--- config.mk ---
export PLATFORM = sky130hd
export DESIGN_NAME = adc_channel_scan_sequencer
export DESIGN_NICKNAME = d
export VERILOG_FILES = /design/src/hdl/acss_pkg.sv /design/src/hdl/acss_result_mem.sv /design/src/hdl/acss_slot_scan.sv /design/src/hdl/adc_channel_scan_sequencer.sv
export SDC_FILE = /design/constraint.sdc
export NUM_CORES = 1
export LEC_CHECK = 0
export ABC_AREA = 0
export BUFFER_PORTS_ARGS = -buffer_cell sky130_fd_sc_hd__buf_2
export CAP_MARGIN = 10
export CORE_ASPECT_RATIO = 1.5
export CORE_UTILIZATION = 25
export DETAILED_ROUTE_END_ITERATION = 8
export MAX_ROUTING_LAYER = met4
export PLACE_DENSITY = 0.48
export SYNTH_ARGS = -nofsm -noshare
export SYNTH_HDL_FRONTEND = slang
export SYNTH_HIERARCHICAL = 1
export SYNTH_SLANG_ARGS = --single-unit
--- constraint.sdc ---
create_clock -name clk -period 11.4 [get_ports clk]
set_input_delay 0 -clock clk [delete_from_list [all_inputs] [get_ports clk]]
set_output_delay 0 -clock clk [all_outputs]
set_load 0.01 [all_outputs]
--- src/hdl/acss_pkg.sv ---
// Shared types, constants and helpers for the ADC channel scan sequencer.
// No dependencies; imported by every module of the block.
`default_nettype none

package acss_pkg;

    localparam int SLOTS_DEFAULT = 8;
    localparam int MAX_SLOT_W    = 4;
    localparam int TABLE_SLOTS   = 8;
    localparam int SLOT_BITS     = 5;
    localparam int TABLE_W       = TABLE_SLOTS * SLOT_BITS;
    localparam int SAMPLE_W      = 10;
    localparam int CHAN_W        = 4;
    localparam int REF_W         = 2;
    localparam int FUNC_W        = 2;
    localparam int CFG_IDX_W     = 2;
    localparam int IN_DATA_W     = 16;
    localparam int OUT_DATA_W    = 24;

    localparam logic [FUNC_W-1:0] FUNC_START = 2'd0;
    localparam logic [FUNC_W-1:0] FUNC_DONE  = 2'd1;
    localparam logic [FUNC_W-1:0] FUNC_READ  = 2'd2;

    localparam logic [CFG_IDX_W-1:0] CFG_SLOT_CHANNELS    = 2'd0;
    localparam logic [CFG_IDX_W-1:0] CFG_WIDE_CHANNELS    = 2'd1;
    localparam logic [CFG_IDX_W-1:0] CFG_REFERENCE_SELECT = 2'd2;

    localparam logic [TABLE_W-1:0] SLOT_TABLE_RESET = {TABLE_W{1'b1}};
    localparam logic [REF_W-1:0]   REFERENCE_RESET  = 2'd1;
    localparam logic [SLOT_BITS-1:0] UNUSED_ENTRY   = 5'h10;

    typedef enum logic [0:0] {
        ST_IDLE,
        ST_READ
    } state_t;

    typedef struct packed {
        logic                  any_used;
        logic [MAX_SLOT_W-1:0] next_slot;
        logic [CHAN_W-1:0]     next_channel;
    } scan_t;

    function automatic logic [SLOT_BITS-1:0] slot_entry(
        input logic [TABLE_W-1:0]    tbl,
        input logic [MAX_SLOT_W-1:0] s
    );
        logic [SLOT_BITS-1:0] e;
        e = UNUSED_ENTRY;
        if (s < MAX_SLOT_W'(TABLE_SLOTS))
            e = tbl[SLOT_BITS * int'(s) +: SLOT_BITS];
        return e;
    endfunction

endpackage

`default_nettype wire

--- src/hdl/acss_result_mem.sv ---
// Result store: one sample per slot, one write and one registered read port.
// Per-entry valid bits make never-written entries read as zero after reset.
`default_nettype none

module acss_result_mem
    import acss_pkg::*;
#(
    parameter int SLOTS  = SLOTS_DEFAULT,
    parameter int SLOT_W = MAX_SLOT_W
) (
    input  wire logic                clk,
    input  wire logic                rst_n,
    input  wire logic                wr_en,
    input  wire logic [SLOT_W-1:0]   wr_addr,
    input  wire logic [SAMPLE_W-1:0] wr_data,
    input  wire logic                rd_en,
    input  wire logic [SLOT_W-1:0]   rd_addr,
    output logic      [SAMPLE_W-1:0] rd_data
);

    logic [SAMPLE_W-1:0] mem [SLOTS];
    logic [SLOTS-1:0]    valid_reg;
    logic [SAMPLE_W-1:0] rd_data_reg;
    logic                rd_valid_reg;

    always_ff @(posedge clk)
    begin
        if (wr_en)
            mem[wr_addr] <= wr_data;
        if (rd_en)
            rd_data_reg <= mem[rd_addr];
    end

    always_ff @(posedge clk or negedge rst_n)
    begin
        if (!rst_n)
        begin
            valid_reg    <= '0;
            rd_valid_reg <= 1'b0;
        end
        else
        begin
            if (wr_en)
                valid_reg[wr_addr] <= 1'b1;
            if (rd_en)
                rd_valid_reg <= valid_reg[rd_addr];
        end
    end

    assign rd_data = rd_valid_reg ? rd_data_reg : '0;

endmodule

`default_nettype wire

--- src/hdl/acss_slot_scan.sv ---
// Next-used-slot search: priority pick of the nearest used slot after the
// current one, with wrap. Depends on acss_pkg.
`default_nettype none

module acss_slot_scan
    import acss_pkg::*;
#(
    parameter int SLOTS  = SLOTS_DEFAULT,
    parameter int SLOT_W = MAX_SLOT_W
) (
    input  wire logic [TABLE_W-1:0] slot_table,
    input  wire logic [SLOT_W-1:0]  cur_slot,
    output scan_t                   scan
);

    always_comb
    begin
        logic [MAX_SLOT_W:0]    cand;
        logic [SLOT_BITS-1:0]   e;
        scan = '0;
        for (int k = SLOTS; k >= 1; k--)
        begin
            cand = (MAX_SLOT_W+1)'(cur_slot) + (MAX_SLOT_W+1)'(k);
            if (cand >= (MAX_SLOT_W+1)'(SLOTS))
                cand = cand - (MAX_SLOT_W+1)'(SLOTS);
            e = slot_entry(slot_table, cand[MAX_SLOT_W-1:0]);
            if (!e[SLOT_BITS-1])
            begin
                scan.any_used     = 1'b1;
                scan.next_slot    = cand[MAX_SLOT_W-1:0];
                scan.next_channel = e[CHAN_W-1:0];
            end
        end
    end

endmodule

`default_nettype wire

--- src/hdl/adc_channel_scan_sequencer.sv ---
// ADC channel scan sequencer, top level. Uses acss_pkg, acss_result_mem, acss_slot_scan.
// Start and done words give their result word in the cycle after accept;
// reads of a valid slot pass first through the result store's registered read port and the ST_READ state.
// One word in flight: input is held off during a valid read and while the result word is stalled.
// Reset (async, active low) returns config to its reset values and clears scan position,
// channel and all store valid bits.
`default_nettype none

module adc_channel_scan_sequencer
    import acss_pkg::*;
#(
    parameter int SLOTS  = SLOTS_DEFAULT,
    parameter int SLOT_W = (SLOTS > 1) ? $clog2(SLOTS) : 1
) (
    input  wire logic                  clk,
    input  wire logic                  rst_n,
    input  wire logic                  s_tvalid,
    output logic                       s_tready,
    input  wire logic [IN_DATA_W-1:0]  s_tdata,   // sample[9:0], slot_index[13:10], zero
    input  wire logic [FUNC_W-1:0]     s_tuser,   // func[1:0]
    output logic                       m_tvalid,
    input  wire logic                  m_tready,
    output logic      [OUT_DATA_W-1:0] m_tdata,   // start_conversion[0], mux_channel[4:1],
                                                  // reference_bits[6:5], read_data[16:7],
                                                  // read_ok[17], zero
    input  wire logic                  cfg_we,
    input  wire logic [CFG_IDX_W-1:0]  cfg_index,
    input  wire logic [TABLE_W-1:0]    cfg_data
);

    logic [TABLE_W-1:0]  slot_table_reg;
    logic                wide_reg;
    logic [REF_W-1:0]    ref_reg;

    state_t              state_reg, state_next;
    logic [SLOT_W-1:0]   cur_slot_reg, cur_slot_next;
    logic [CHAN_W-1:0]   chan_reg, chan_next;
    logic                ov_reg, ov_next;
    logic                start_reg, start_next;
    logic [SAMPLE_W-1:0] rdata_reg, rdata_next;
    logic                rok_reg, rok_next;

    logic [FUNC_W-1:0]     func;
    logic [SAMPLE_W-1:0]   sample;
    logic [MAX_SLOT_W-1:0] slot_index;
    logic [SLOT_BITS-1:0]  rd_entry;
    logic                  rd_ok;
    logic                  accept;
    logic                  wr_en;
    logic                  rd_en;
    logic [SAMPLE_W-1:0]   mem_rd_data;
    scan_t                 scan;

    assign func       = s_tuser;
    assign sample     = s_tdata[SAMPLE_W-1:0];
    assign slot_index = s_tdata[SAMPLE_W +: MAX_SLOT_W];
    assign rd_entry   = slot_entry(slot_table_reg, slot_index);
    assign rd_ok      = ((MAX_SLOT_W+1)'(slot_index) < (MAX_SLOT_W+1)'(SLOTS))
                        && !rd_entry[SLOT_BITS-1]
                        && (wide_reg || !rd_entry[CHAN_W-1]);

    assign s_tready = (state_reg == ST_IDLE) && (!ov_reg || m_tready);
    assign accept   = s_tvalid && s_tready;
    assign wr_en    = accept && (func == FUNC_DONE) && scan.any_used;
    assign rd_en    = accept && (func == FUNC_READ) && rd_ok;

    acss_slot_scan #(
        .SLOTS  (SLOTS),
        .SLOT_W (SLOT_W)
    ) u_scan (
        .slot_table (slot_table_reg),
        .cur_slot   (cur_slot_reg),
        .scan       (scan)
    );

    acss_result_mem #(
        .SLOTS  (SLOTS),
        .SLOT_W (SLOT_W)
    ) u_mem (
        .clk     (clk),
        .rst_n   (rst_n),
        .wr_en   (wr_en),
        .wr_addr (cur_slot_reg),
        .wr_data (sample),
        .rd_en   (rd_en),
        .rd_addr (slot_index[SLOT_W-1:0]),
        .rd_data (mem_rd_data)
    );

    always_ff @(posedge clk or negedge rst_n)
    begin
        if (!rst_n)
        begin
            slot_table_reg <= SLOT_TABLE_RESET;
            wide_reg       <= 1'b0;
            ref_reg        <= REFERENCE_RESET;
        end
        else if (cfg_we)
        begin
            unique case (cfg_index)
                CFG_SLOT_CHANNELS:    slot_table_reg <= cfg_data;
                CFG_WIDE_CHANNELS:    wide_reg       <= cfg_data[0];
                CFG_REFERENCE_SELECT: ref_reg        <= cfg_data[REF_W-1:0];
                default:              ;
            endcase
        end
    end

    always_ff @(posedge clk or negedge rst_n)
    begin
        if (!rst_n)
        begin
            state_reg    <= ST_IDLE;
            cur_slot_reg <= '0;
            chan_reg     <= '0;
            ov_reg       <= 1'b0;
            start_reg    <= 1'b0;
            rdata_reg    <= '0;
            rok_reg      <= 1'b0;
        end
        else
        begin
            state_reg    <= state_next;
            cur_slot_reg <= cur_slot_next;
            chan_reg     <= chan_next;
            ov_reg       <= ov_next;
            start_reg    <= start_next;
            rdata_reg    <= rdata_next;
            rok_reg      <= rok_next;
        end
    end

    always_comb
    begin
        state_next    = state_reg;
        cur_slot_next = cur_slot_reg;
        chan_next     = chan_reg;
        ov_next       = ov_reg && !m_tready;
        start_next    = start_reg;
        rdata_next    = rdata_reg;
        rok_next      = rok_reg;

        unique case (state_reg)
            ST_IDLE:
            begin
                if (accept)
                begin
                    start_next = 1'b0;
                    rdata_next = '0;
                    rok_next   = 1'b0;
                    ov_next    = 1'b1;
                    priority if (func == FUNC_START)
                        start_next = 1'b1;
                    else if (func == FUNC_DONE)
                    begin
                        if (scan.any_used)
                        begin
                            cur_slot_next = scan.next_slot[SLOT_W-1:0];
                            chan_next     = scan.next_channel;
                            start_next    = (scan.next_slot != '0);
                        end
                    end
                    else if (func == FUNC_READ)
                    begin
                        if (rd_ok)
                        begin
                            ov_next    = 1'b0;
                            state_next = ST_READ;
                        end
                    end
                    else
                        start_next = 1'b0;
                end
            end
            ST_READ:
            begin
                ov_next    = 1'b1;
                rdata_next = mem_rd_data;
                rok_next   = 1'b1;
                state_next = ST_IDLE;
            end
            default:
                state_next = ST_IDLE;
        endcase
    end

    assign m_tvalid = ov_reg;
    assign m_tdata  = {6'b0, rok_reg, rdata_reg, ref_reg, chan_reg, start_reg};

endmodule

`default_nettype wire

==> impl_metrics.env, run 1 <==
export IMPL_status="finished clean"
export IMPL_grt_overflow=0
export IMPL_floorplan_die_height_um=235
export IMPL_fillers=3605
export IMPL_synth_edf_count=90
export IMPL_routabilityCongestion=0.887
export IMPL_setup_viol=0
export IMPL_dr_total_vias=6015
export IMPL_clock_sinks=163
export IMPL_grt_pass1_vias=6134
export IMPL_gr_usage_met2_pct=24.6
export IMPL_finalHoldViolations=0
export IMPL_slew_violations=0
export IMPL_yosysWarnings=6
export IMPL_num_antenna_cells=0
export IMPL_viasPerCell=4.76
export IMPL_ff_latch_area_um2=4580
export IMPL_start_util_pct=25.6
export IMPL_crit_required_ns=11.73
export IMPL_pin_count=91
export IMPL_cp_arrival_ns=5.93
export IMPL_antenna_left=0
export IMPL_grt_pass1_wl_um=36900
export IMPL_leakagePower_nw=4.18
export IMPL_cpMostUsedCell="buf_4"
export IMPL_layout_nets=848
export IMPL_tightestPinTransition_ns=1.00
export IMPL_busiest_layer="met2"
export IMPL_port_buffers=82
export IMPL_clkTransAtPathRegs_ns=0.08
export IMPL_final_period_utilization_pct=49.1
export IMPL_grt_max_degree=59
export IMPL_rsz0062_at_grt="no"
export IMPL_dp_slack_ns=6.25
export IMPL_fin_setup_tns_ns=0
export IMPL_final_common_cell="edfxtp_1"
export IMPL_largest_reg_flops=80
export IMPL_use_met1_pct=15.2
export IMPL_cts_tree="yes"
export IMPL_cts_htree_levels=4
export IMPL_end_kind="register"
export IMPL_path_max_fanout=58
export IMPL_syn_avg_cell_area_um2=14.2
export IMPL_maxCapViolations=0
export IMPL_die_width_um=157
export IMPL_yosysSeqAreaShare_pct=50.7
export IMPL_post_drt_wl_per_cell_um=19.0
export IMPL_final_setup_worst_slack_ns=5.80
export IMPL_syn_inst=637
export IMPL_ir_worst_vdd_uv=150
export IMPL_max_freq_ghz=0.179
export IMPL_ys_flop_type="edfxtp_1"
export IMPL_slew_headroom_pct=32.8
export IMPL_use_met3_pct=2.18
export IMPL_wl_um=24000
export IMPL_drc_errors=0
export IMPL_core_um2=35300
export IMPL_grt_usage_pct=13.9
export IMPL_crit_path_start_kind="register"
export IMPL_layout_common_cells="90 x edfxtp_1, 81 x buf_2, 79 x mux2_2"
export IMPL_dr_pass1_iters=4
export IMPL_synth_area_um2=9040
export IMPL_skew_ns=0.0143
export IMPL_power_density_nw_per_um2=254
export IMPL_yosysUniqueCellTypes=67
export IMPL_synth_seq_cells=163
export IMPL_num_rows=84
export IMPL_drive_gt1_share_pct=39.1
export IMPL_clkLatencyLatePin_ns=0.44
export IMPL_die_area_um2=36900
export IMPL_drt_initial_drc_count=359
export IMPL_fin_crit_ns=5.60
export IMPL_antenna_found_initial=0
export IMPL_clk_path_buf_depth=2
export IMPL_numCtsBuffers=17
export IMPL_path_delay_family="buffers and inverters"
export IMPL_hold_path_class="input pin to register"
export IMPL_multi_input_area_um2=4140
export IMPL_area_growth_syn_to_layout_pct=23.6
export IMPL_crit_type="register to register"
export IMPL_cp_slowest_cell="clkinv_1"
export IMPL_worstPathCellList="buf_4 -> clkinv_1 -> ha_1 -> buf_4 -> mux4_2 -> mux2_2 -> o21ai_1 -> a21oi_1 -> nand4_1 -> or3b_1 -> o41ai_1 -> a211oi_1 -> dlygate4sd3_1 -> a21o_1"
export IMPL_dp_hpwl_um=15900
export IMPL_path_buf_inv=4
export IMPL_synthArstFlopShare_pct=44.8
export IMPL_root_buffer="clkbuf_16"
export IMPL_cts_post_setup_buffers_inserted=0
export IMPL_crit_path_max_incr_delay_ns=0.63
==> synthesized netlist by cell type, types with 3 or more instances <==
cell / number / area share [%]
a211o_1: 3 / 0.29
mux2_2: 79 / 9.8
mux4_2: 38 / 9.5
nand3b_1: 4 / 0.33
a2bb2oi_1: 5 / 0.48
o21ai_0: 22 / 1.2
nand2_1: 43 / 1.8
a31oi_1: 3 / 0.21
buf_2: 11 / 0.61
ha_1: 6 / 0.83
buf_4: 11 / 0.91
buf_6: 7 / 0.87
buf_1: 4 / 0.17
edfxtp_1: 90 / 30
nand4_1: 3 / 0.21
nor3_1: 17 / 0.94
dfstp_2: 41 / 12
dfrtp_1: 32 / 8.9
xor2_1: 3 / 0.29
o311ai_1: 3 / 0.29
o32ai_1: 3 / 0.29
o311a_1: 3 / 0.33
mux4_1: 19 / 5.5
clkbuf_1: 13 / 0.54
o41ai_1: 4 / 0.39
inv_1: 8 / 0.33
a2111o_1: 4 / 0.50
nand2b_1: 8 / 0.55
or2_2: 9 / 0.62
nor2_1: 21 / 0.87
a21oi_1: 18 / 1.0
and2_1: 15 / 1.0
mux2i_1: 37 / 4.1
o311ai_0: 4 / 0.39
nand3_1: 4 / 0.22
a211oi_1: 3 / 0.25
a221oi_1: 3 / 0.29
==> path summary, 6_finish.rpt <==
check                      slack, ns  cells past startpoint                 end             from
min in group asynchronous       0.27                      2  slot_table_reg[36]            rst_n
hold reg to reg                 0.47                      1           start_reg        start_reg
setup / recovery                5.80                     14           start_reg  cur_slot_reg[0]
max in group asynchronous      10.37                      3     cur_slot_reg[0]            rst_n
setup reg to reg                5.80                     14           start_reg  cur_slot_reg[0]
hold / removal                  0.08                      3         chan_reg[2]       s_tuser[1]
==> where the power goes <==
| part | leakage, nW | switching, mW | internal, mW |
|---|---|---|---|
| sequential | 1.64 | 0.0641 | 0.715 |
| clock | 0.307 | 0.281 | 0.320 |
| combinational | 2.23 | 0.836 | 0.620 |
| total | 4.18 | 1.18 | 1.66 |
==> layer usage <==
metal | wire length, um | up-vias
met5 | 0 | -
met2 | 13100 | 146
li1 | - | 2769
met4 | 627 | 0
met3 | 758 | 33
met1 | 9460 | 3067
==> worst min-delay path, delay by kind of cell <==
| family | cells | cell delay, ns |
|---|---|---|
| muxes | 1 | 0.22 |
| buffers and inverters | 1 | 0.16 |
| and+or+nand+nor | 1 | 0.11 |
==> layout make-up <==
| class | count | area share, % |
|---|---|---|
| sequential | 163 | 41.0 |
| clock inverter | 15 | 1.80 |
| inverter | 11 | 0.370 |
| timing repair buffer | 163 | 10.6 |
| multi-input combinational | 421 | 37.1 |
| clock buffer | 17 | 3.81 |
| tap | 473 | 5.30 |
==> logic make-up (layout without fill, tap and decap cells) <==
logic type,count (synthesis),in the layout,synth area share [%]
muxes,174,174,29.1
DFF,163,163,50.7
and+or+nand+nor,133,133,7.44
AOI/OAI and AO/OA,96,96,7.66
buffers and inverters,58,206,3.72
adders and majority gates,6,6,0.831
xor gates and xnor gates,5,5,0.485
other,2,7,0.0831
==> timing repair <==
action / in CTS / in global routing
hold buffers: 64 / 0
hold endpoints to repair: 149 / 0
gates resized for setup: 0 / 0
setup endpoints to repair: 0 / 0
==> through the flow <==
stage / total power, mW / utilization [%] / instances / cell area, um2 / hold WS [ns]
after floorplan: 1.84 / - / 642 / 9050 / -0.296
after global placement: 2.21 / 28.0 / 1167 / 9900 / -0.0663
after detailed placement: 2.22 / 28.0 / 1167 / 9900 / -0.0627
after CTS: 2.85 / 31.6 / 1263 / 11200 / 0.0603
after global routing: 3.00 / 31.6 / 1263 / 11200 / 0.0976
final: 2.84 / 31.6 / 1263 / 11200 / 0.0849
(Power assumes the default switching activity.)
==> inputs of run 2 (changes only) <==
--- a/config.mk
+++ b/config.mk
@@ -5,14 +5,14 @@
 export SDC_FILE = /design/constraint.sdc
 export NUM_CORES = 1
 export LEC_CHECK = 0
-export ABC_AREA = 0
+export ABC_AREA = 1
 export BUFFER_PORTS_ARGS = -buffer_cell sky130_fd_sc_hd__buf_2
 export CAP_MARGIN = 10
 export CORE_ASPECT_RATIO = 1.5
 export CORE_UTILIZATION = 25
 export DETAILED_ROUTE_END_ITERATION = 8
 export MAX_ROUTING_LAYER = met4
-export PLACE_DENSITY = 0.48
+export PLACE_DENSITY = 0.5
 export SYNTH_ARGS = -nofsm -noshare
 export SYNTH_HDL_FRONTEND = slang
 export SYNTH_HIERARCHICAL = 1
==> constraint.sdc (replaced) <==
create_clock -name clk -period 4.7 [get_ports clk]
set_input_delay 0 -clock clk [delete_from_list [all_inputs] [get_ports clk]]
set_output_delay 0 -clock clk [all_outputs]
set_load 0.01 [all_outputs]
==> impl_metrics.env, run 2 <==
export IMPL_slew_headroom_pct=31.7
export IMPL_drt_initial_drc_count=292
export IMPL_die_area_um2=36300
export IMPL_crit_path_start_kind="register"
export IMPL_clkLatencyLatePin_ns=0.44
export IMPL_yosysUniqueCellTypes=45
export IMPL_layout_nets=1224
export IMPL_rsz0062_at_grt="no"
export IMPL_drc_errors=0
export IMPL_num_rows=84
export IMPL_dr_total_vias=7349
export IMPL_syn_inst=1026
export IMPL_synthArstFlopShare_pct=44.8
export IMPL_power_density_nw_per_um2=632
export IMPL_clkTransAtPathRegs_ns=0.07
export IMPL_synth_top_cell_area_share_pct=30.5
export IMPL_grt_max_degree=74
export IMPL_root_buffer="clkbuf_16"
export IMPL_yosysSeqAreaShare_pct=51.6
export IMPL_clk_path_buf_depth=2
export IMPL_grt_usage_pct=15.0
export IMPL_pin_count=91
export IMPL_port_buffers=82
export IMPL_slew_violations=0
export IMPL_ys_flop_type="edfxtp_1"
export IMPL_grt_pass1_vias=7394
export IMPL_whs_ns=0.101
export IMPL_cts_tree="yes"
export IMPL_cts_htree_levels=4
export IMPL_post_drt_wl_per_cell_um=15.2
export IMPL_skew_ns=0.00581
export IMPL_dp_hpwl_um=17900
export IMPL_setup_viol=0
export IMPL_dp_slack_ns=0.776
export IMPL_min_to="u_mem/rd_valid_reg"
export IMPL_max_freq_ghz=0.254
export IMPL_finalHoldViolations=0
export IMPL_post_synth_main_area_contributors="edfxtp_1 30%, nand2_1 13%, dfstp_2 12%, dfrtp_1 9.0%, nand3_1 5.0%"
export IMPL_path_max_fanout=13
export IMPL_wl_um=25000
export IMPL_synth_seq_cells=163
export IMPL_hold_path_startpoint="s_tdata[12]"
export IMPL_final_setup_worst_slack_ns=0.770
export IMPL_cp_arrival_ns=3.99
export IMPL_crit_required_ns=4.76
export IMPL_reg2reg_to="u_mem/mem[2][1]"
export IMPL_hold_path_depth=4
export IMPL_viasPerCell=4.48
export IMPL_area_growth_syn_to_layout_pct=22.6
export IMPL_start_util_pct=25.4
export IMPL_core_um2=35000
export IMPL_yosys_area_top_type="edfxtp_1"
export IMPL_hold_path_class="input pin to register"
export IMPL_status="finished clean"
export IMPL_floorplan_die_height_um=233
export IMPL_die_width_um=156
export IMPL_final_period_utilization_pct=83.6
export IMPL_clock_sinks=163
export IMPL_maxCapViolations=0
export IMPL_place_area_um2=9680
export IMPL_fin_crit_ns=3.93
export IMPL_routabilityCongestion=0.938
export IMPL_final_common_cell="nand2_1"
export IMPL_synth_most_common_cell="nand2_1"
export IMPL_syn_avg_cell_area_um2=8.65
export IMPL_crit_type="register to register"
export IMPL_synth_edf_count=90
export IMPL_r2r_slack_ns=0.77
export IMPL_antenna_left=0
export IMPL_antenna_found_initial=1
export IMPL_dr_pass1_iters=5
export IMPL_synth_area_um2=8870
export IMPL_layout_common_cells="298 x nand2_1, 90 x edfxtp_1, 89 x nand3_1"
export IMPL_r2r_start="cur_slot_reg[1]"
export IMPL_synth_commonest_cells="298 x nand2_1, 90 x edfxtp_1, 89 x nand3_1"
export IMPL_reg2reg_depth=13
export IMPL_tightestPinTransition_ns=1.02
export IMPL_cts_post_setup_buffers_inserted=0
export IMPL_fin_setup_tns_ns=0
export IMPL_grt_pass1_wl_um=39400
export IMPL_grt_overflow=0
export IMPL_final_cell_area_um2=10900
export IMPL_ir_worst_vdd_uv=325
export IMPL_drive_gt1_share_pct=18.5
export IMPL_numCtsBuffers=17
export IMPL_yosysWarnings=6
export IMPL_leakagePower_nw=4.79
export IMPL_end_kind="register"
export IMPL_largest_reg_flops=80
## run 2: cell count changes in the layout (fill, tap and decap cells not counted), moves of 30 or more
| cell | delta |
|---|---|
| mux2i_1 | -30 |
| inv_1 | +65 |
| mux4_2 | -38 |
| nor2_1 | +67 |
| o21ai_1 | +42 |
| mux2_2 | -75 |
| o21ai_0 | +43 |
| nand2_1 | +255 |
| nand3_1 | +85 |
## run 2: layout make-up
| type | instances | area, um2 |
|---|---|---|
| Inverter | 84 | 320 |
| Clock buffer | 17 | 425 |
| Clock inverter | 14 | 183 |
| Timing Repair Buffer | 159 | 1140 |
| Fill cell | 3698 | 24100 |
| Sequential cell | 163 | 4580 |
| Antenna cell | 1 | 2.50 |
| Tap cell | 473 | 592 |
| Multi-Input combinational cell | 728 | 3630 |
## run 2: stage by stage
stage | util [%] | power [mW] | std cells
5_1_grt | 31.1 | 7.44 | 1639
2_1_floorplan | - | 4.30 | 1031
3_5_place_dp | 27.6 | 5.38 | 1548
4_1_cts | 31.1 | 6.90 | 1638
3_3_place_gp | 27.6 | 5.38 | 1548
6_report | 31.1 | 6.87 | 1639
## run 2: cells by family (layout without fill, tap and decap cells)
family | count (synthesis) | in the layout | share of synthesized area, %
AOI/OAI and AO/OA | 180 | 180 | 11.2
muxes | 41 | 41 | 5.53
adders and majority gates | 6 | 6 | 0.846
DFF | 163 | 163 | 51.6
and+or+nand+nor | 492 | 492 | 22.8
xor gates and xnor gates | 2 | 2 | 0.282
other | 2 | 8 | 0.0846
buffers and inverters | 140 | 274 | 7.64
## run 2: how the worst max path moves through the flow
stage	from	depth (start not counted)	end
5_1_grt	cur_slot_reg[1]	13	u_mem/mem[2][1]
4_1_cts	cur_slot_reg[1]	13	u_mem/mem[2][1]
3_5_place_dp	cur_slot_reg[1]	13	u_mem/mem[2][5]
2_1_floorplan	cur_slot_reg[1]	19	u_mem/mem[1][0]
6_report	cur_slot_reg[1]	13	u_mem/mem[2][1]
3_3_place_gp	cur_slot_reg[1]	13	u_mem/mem[0][1]
## run 2: worst max-delay path: stages, from the launching register on
cell     delay, ns
dfrtp_1       0.40
inv_1         0.09
buf_4         0.20
ha_1          0.58
inv_1         0.11
nand3_1       0.16
nand2_1       0.23
nand2_1       0.17
nor4_1        0.07
nand4_1       0.12
nand3_1       0.21
nor2_8        0.18
nand2_1       0.21
nor2_1        0.83
## run 2: metal layers
layer / track usage (%) / share of wire (%) / vias to the layer above
li1: - / - / 3653
met1: 14.6 / 38 / 3525
met2: 28.3 / 56 / 128
met3: 2.27 / 2.1 / 43
met4: 7.44 / 3.9 / 0
met5: - / 0 / -
## run 2: power by group
group          internal, mW  switching, mW  leakage (nW)  total [mW]
registers              1.69         0.0923          1.62        1.78
clock network         0.809          0.641         0.300        1.45
logic                  1.18           2.46          2.86        3.64
total                  3.68           3.19          4.79        6.87
## run 2: what timing repair did
action	CTS	global route
hold endpoints to repair	160	0
hold buffers	59	0
gates resized for setup	0	0
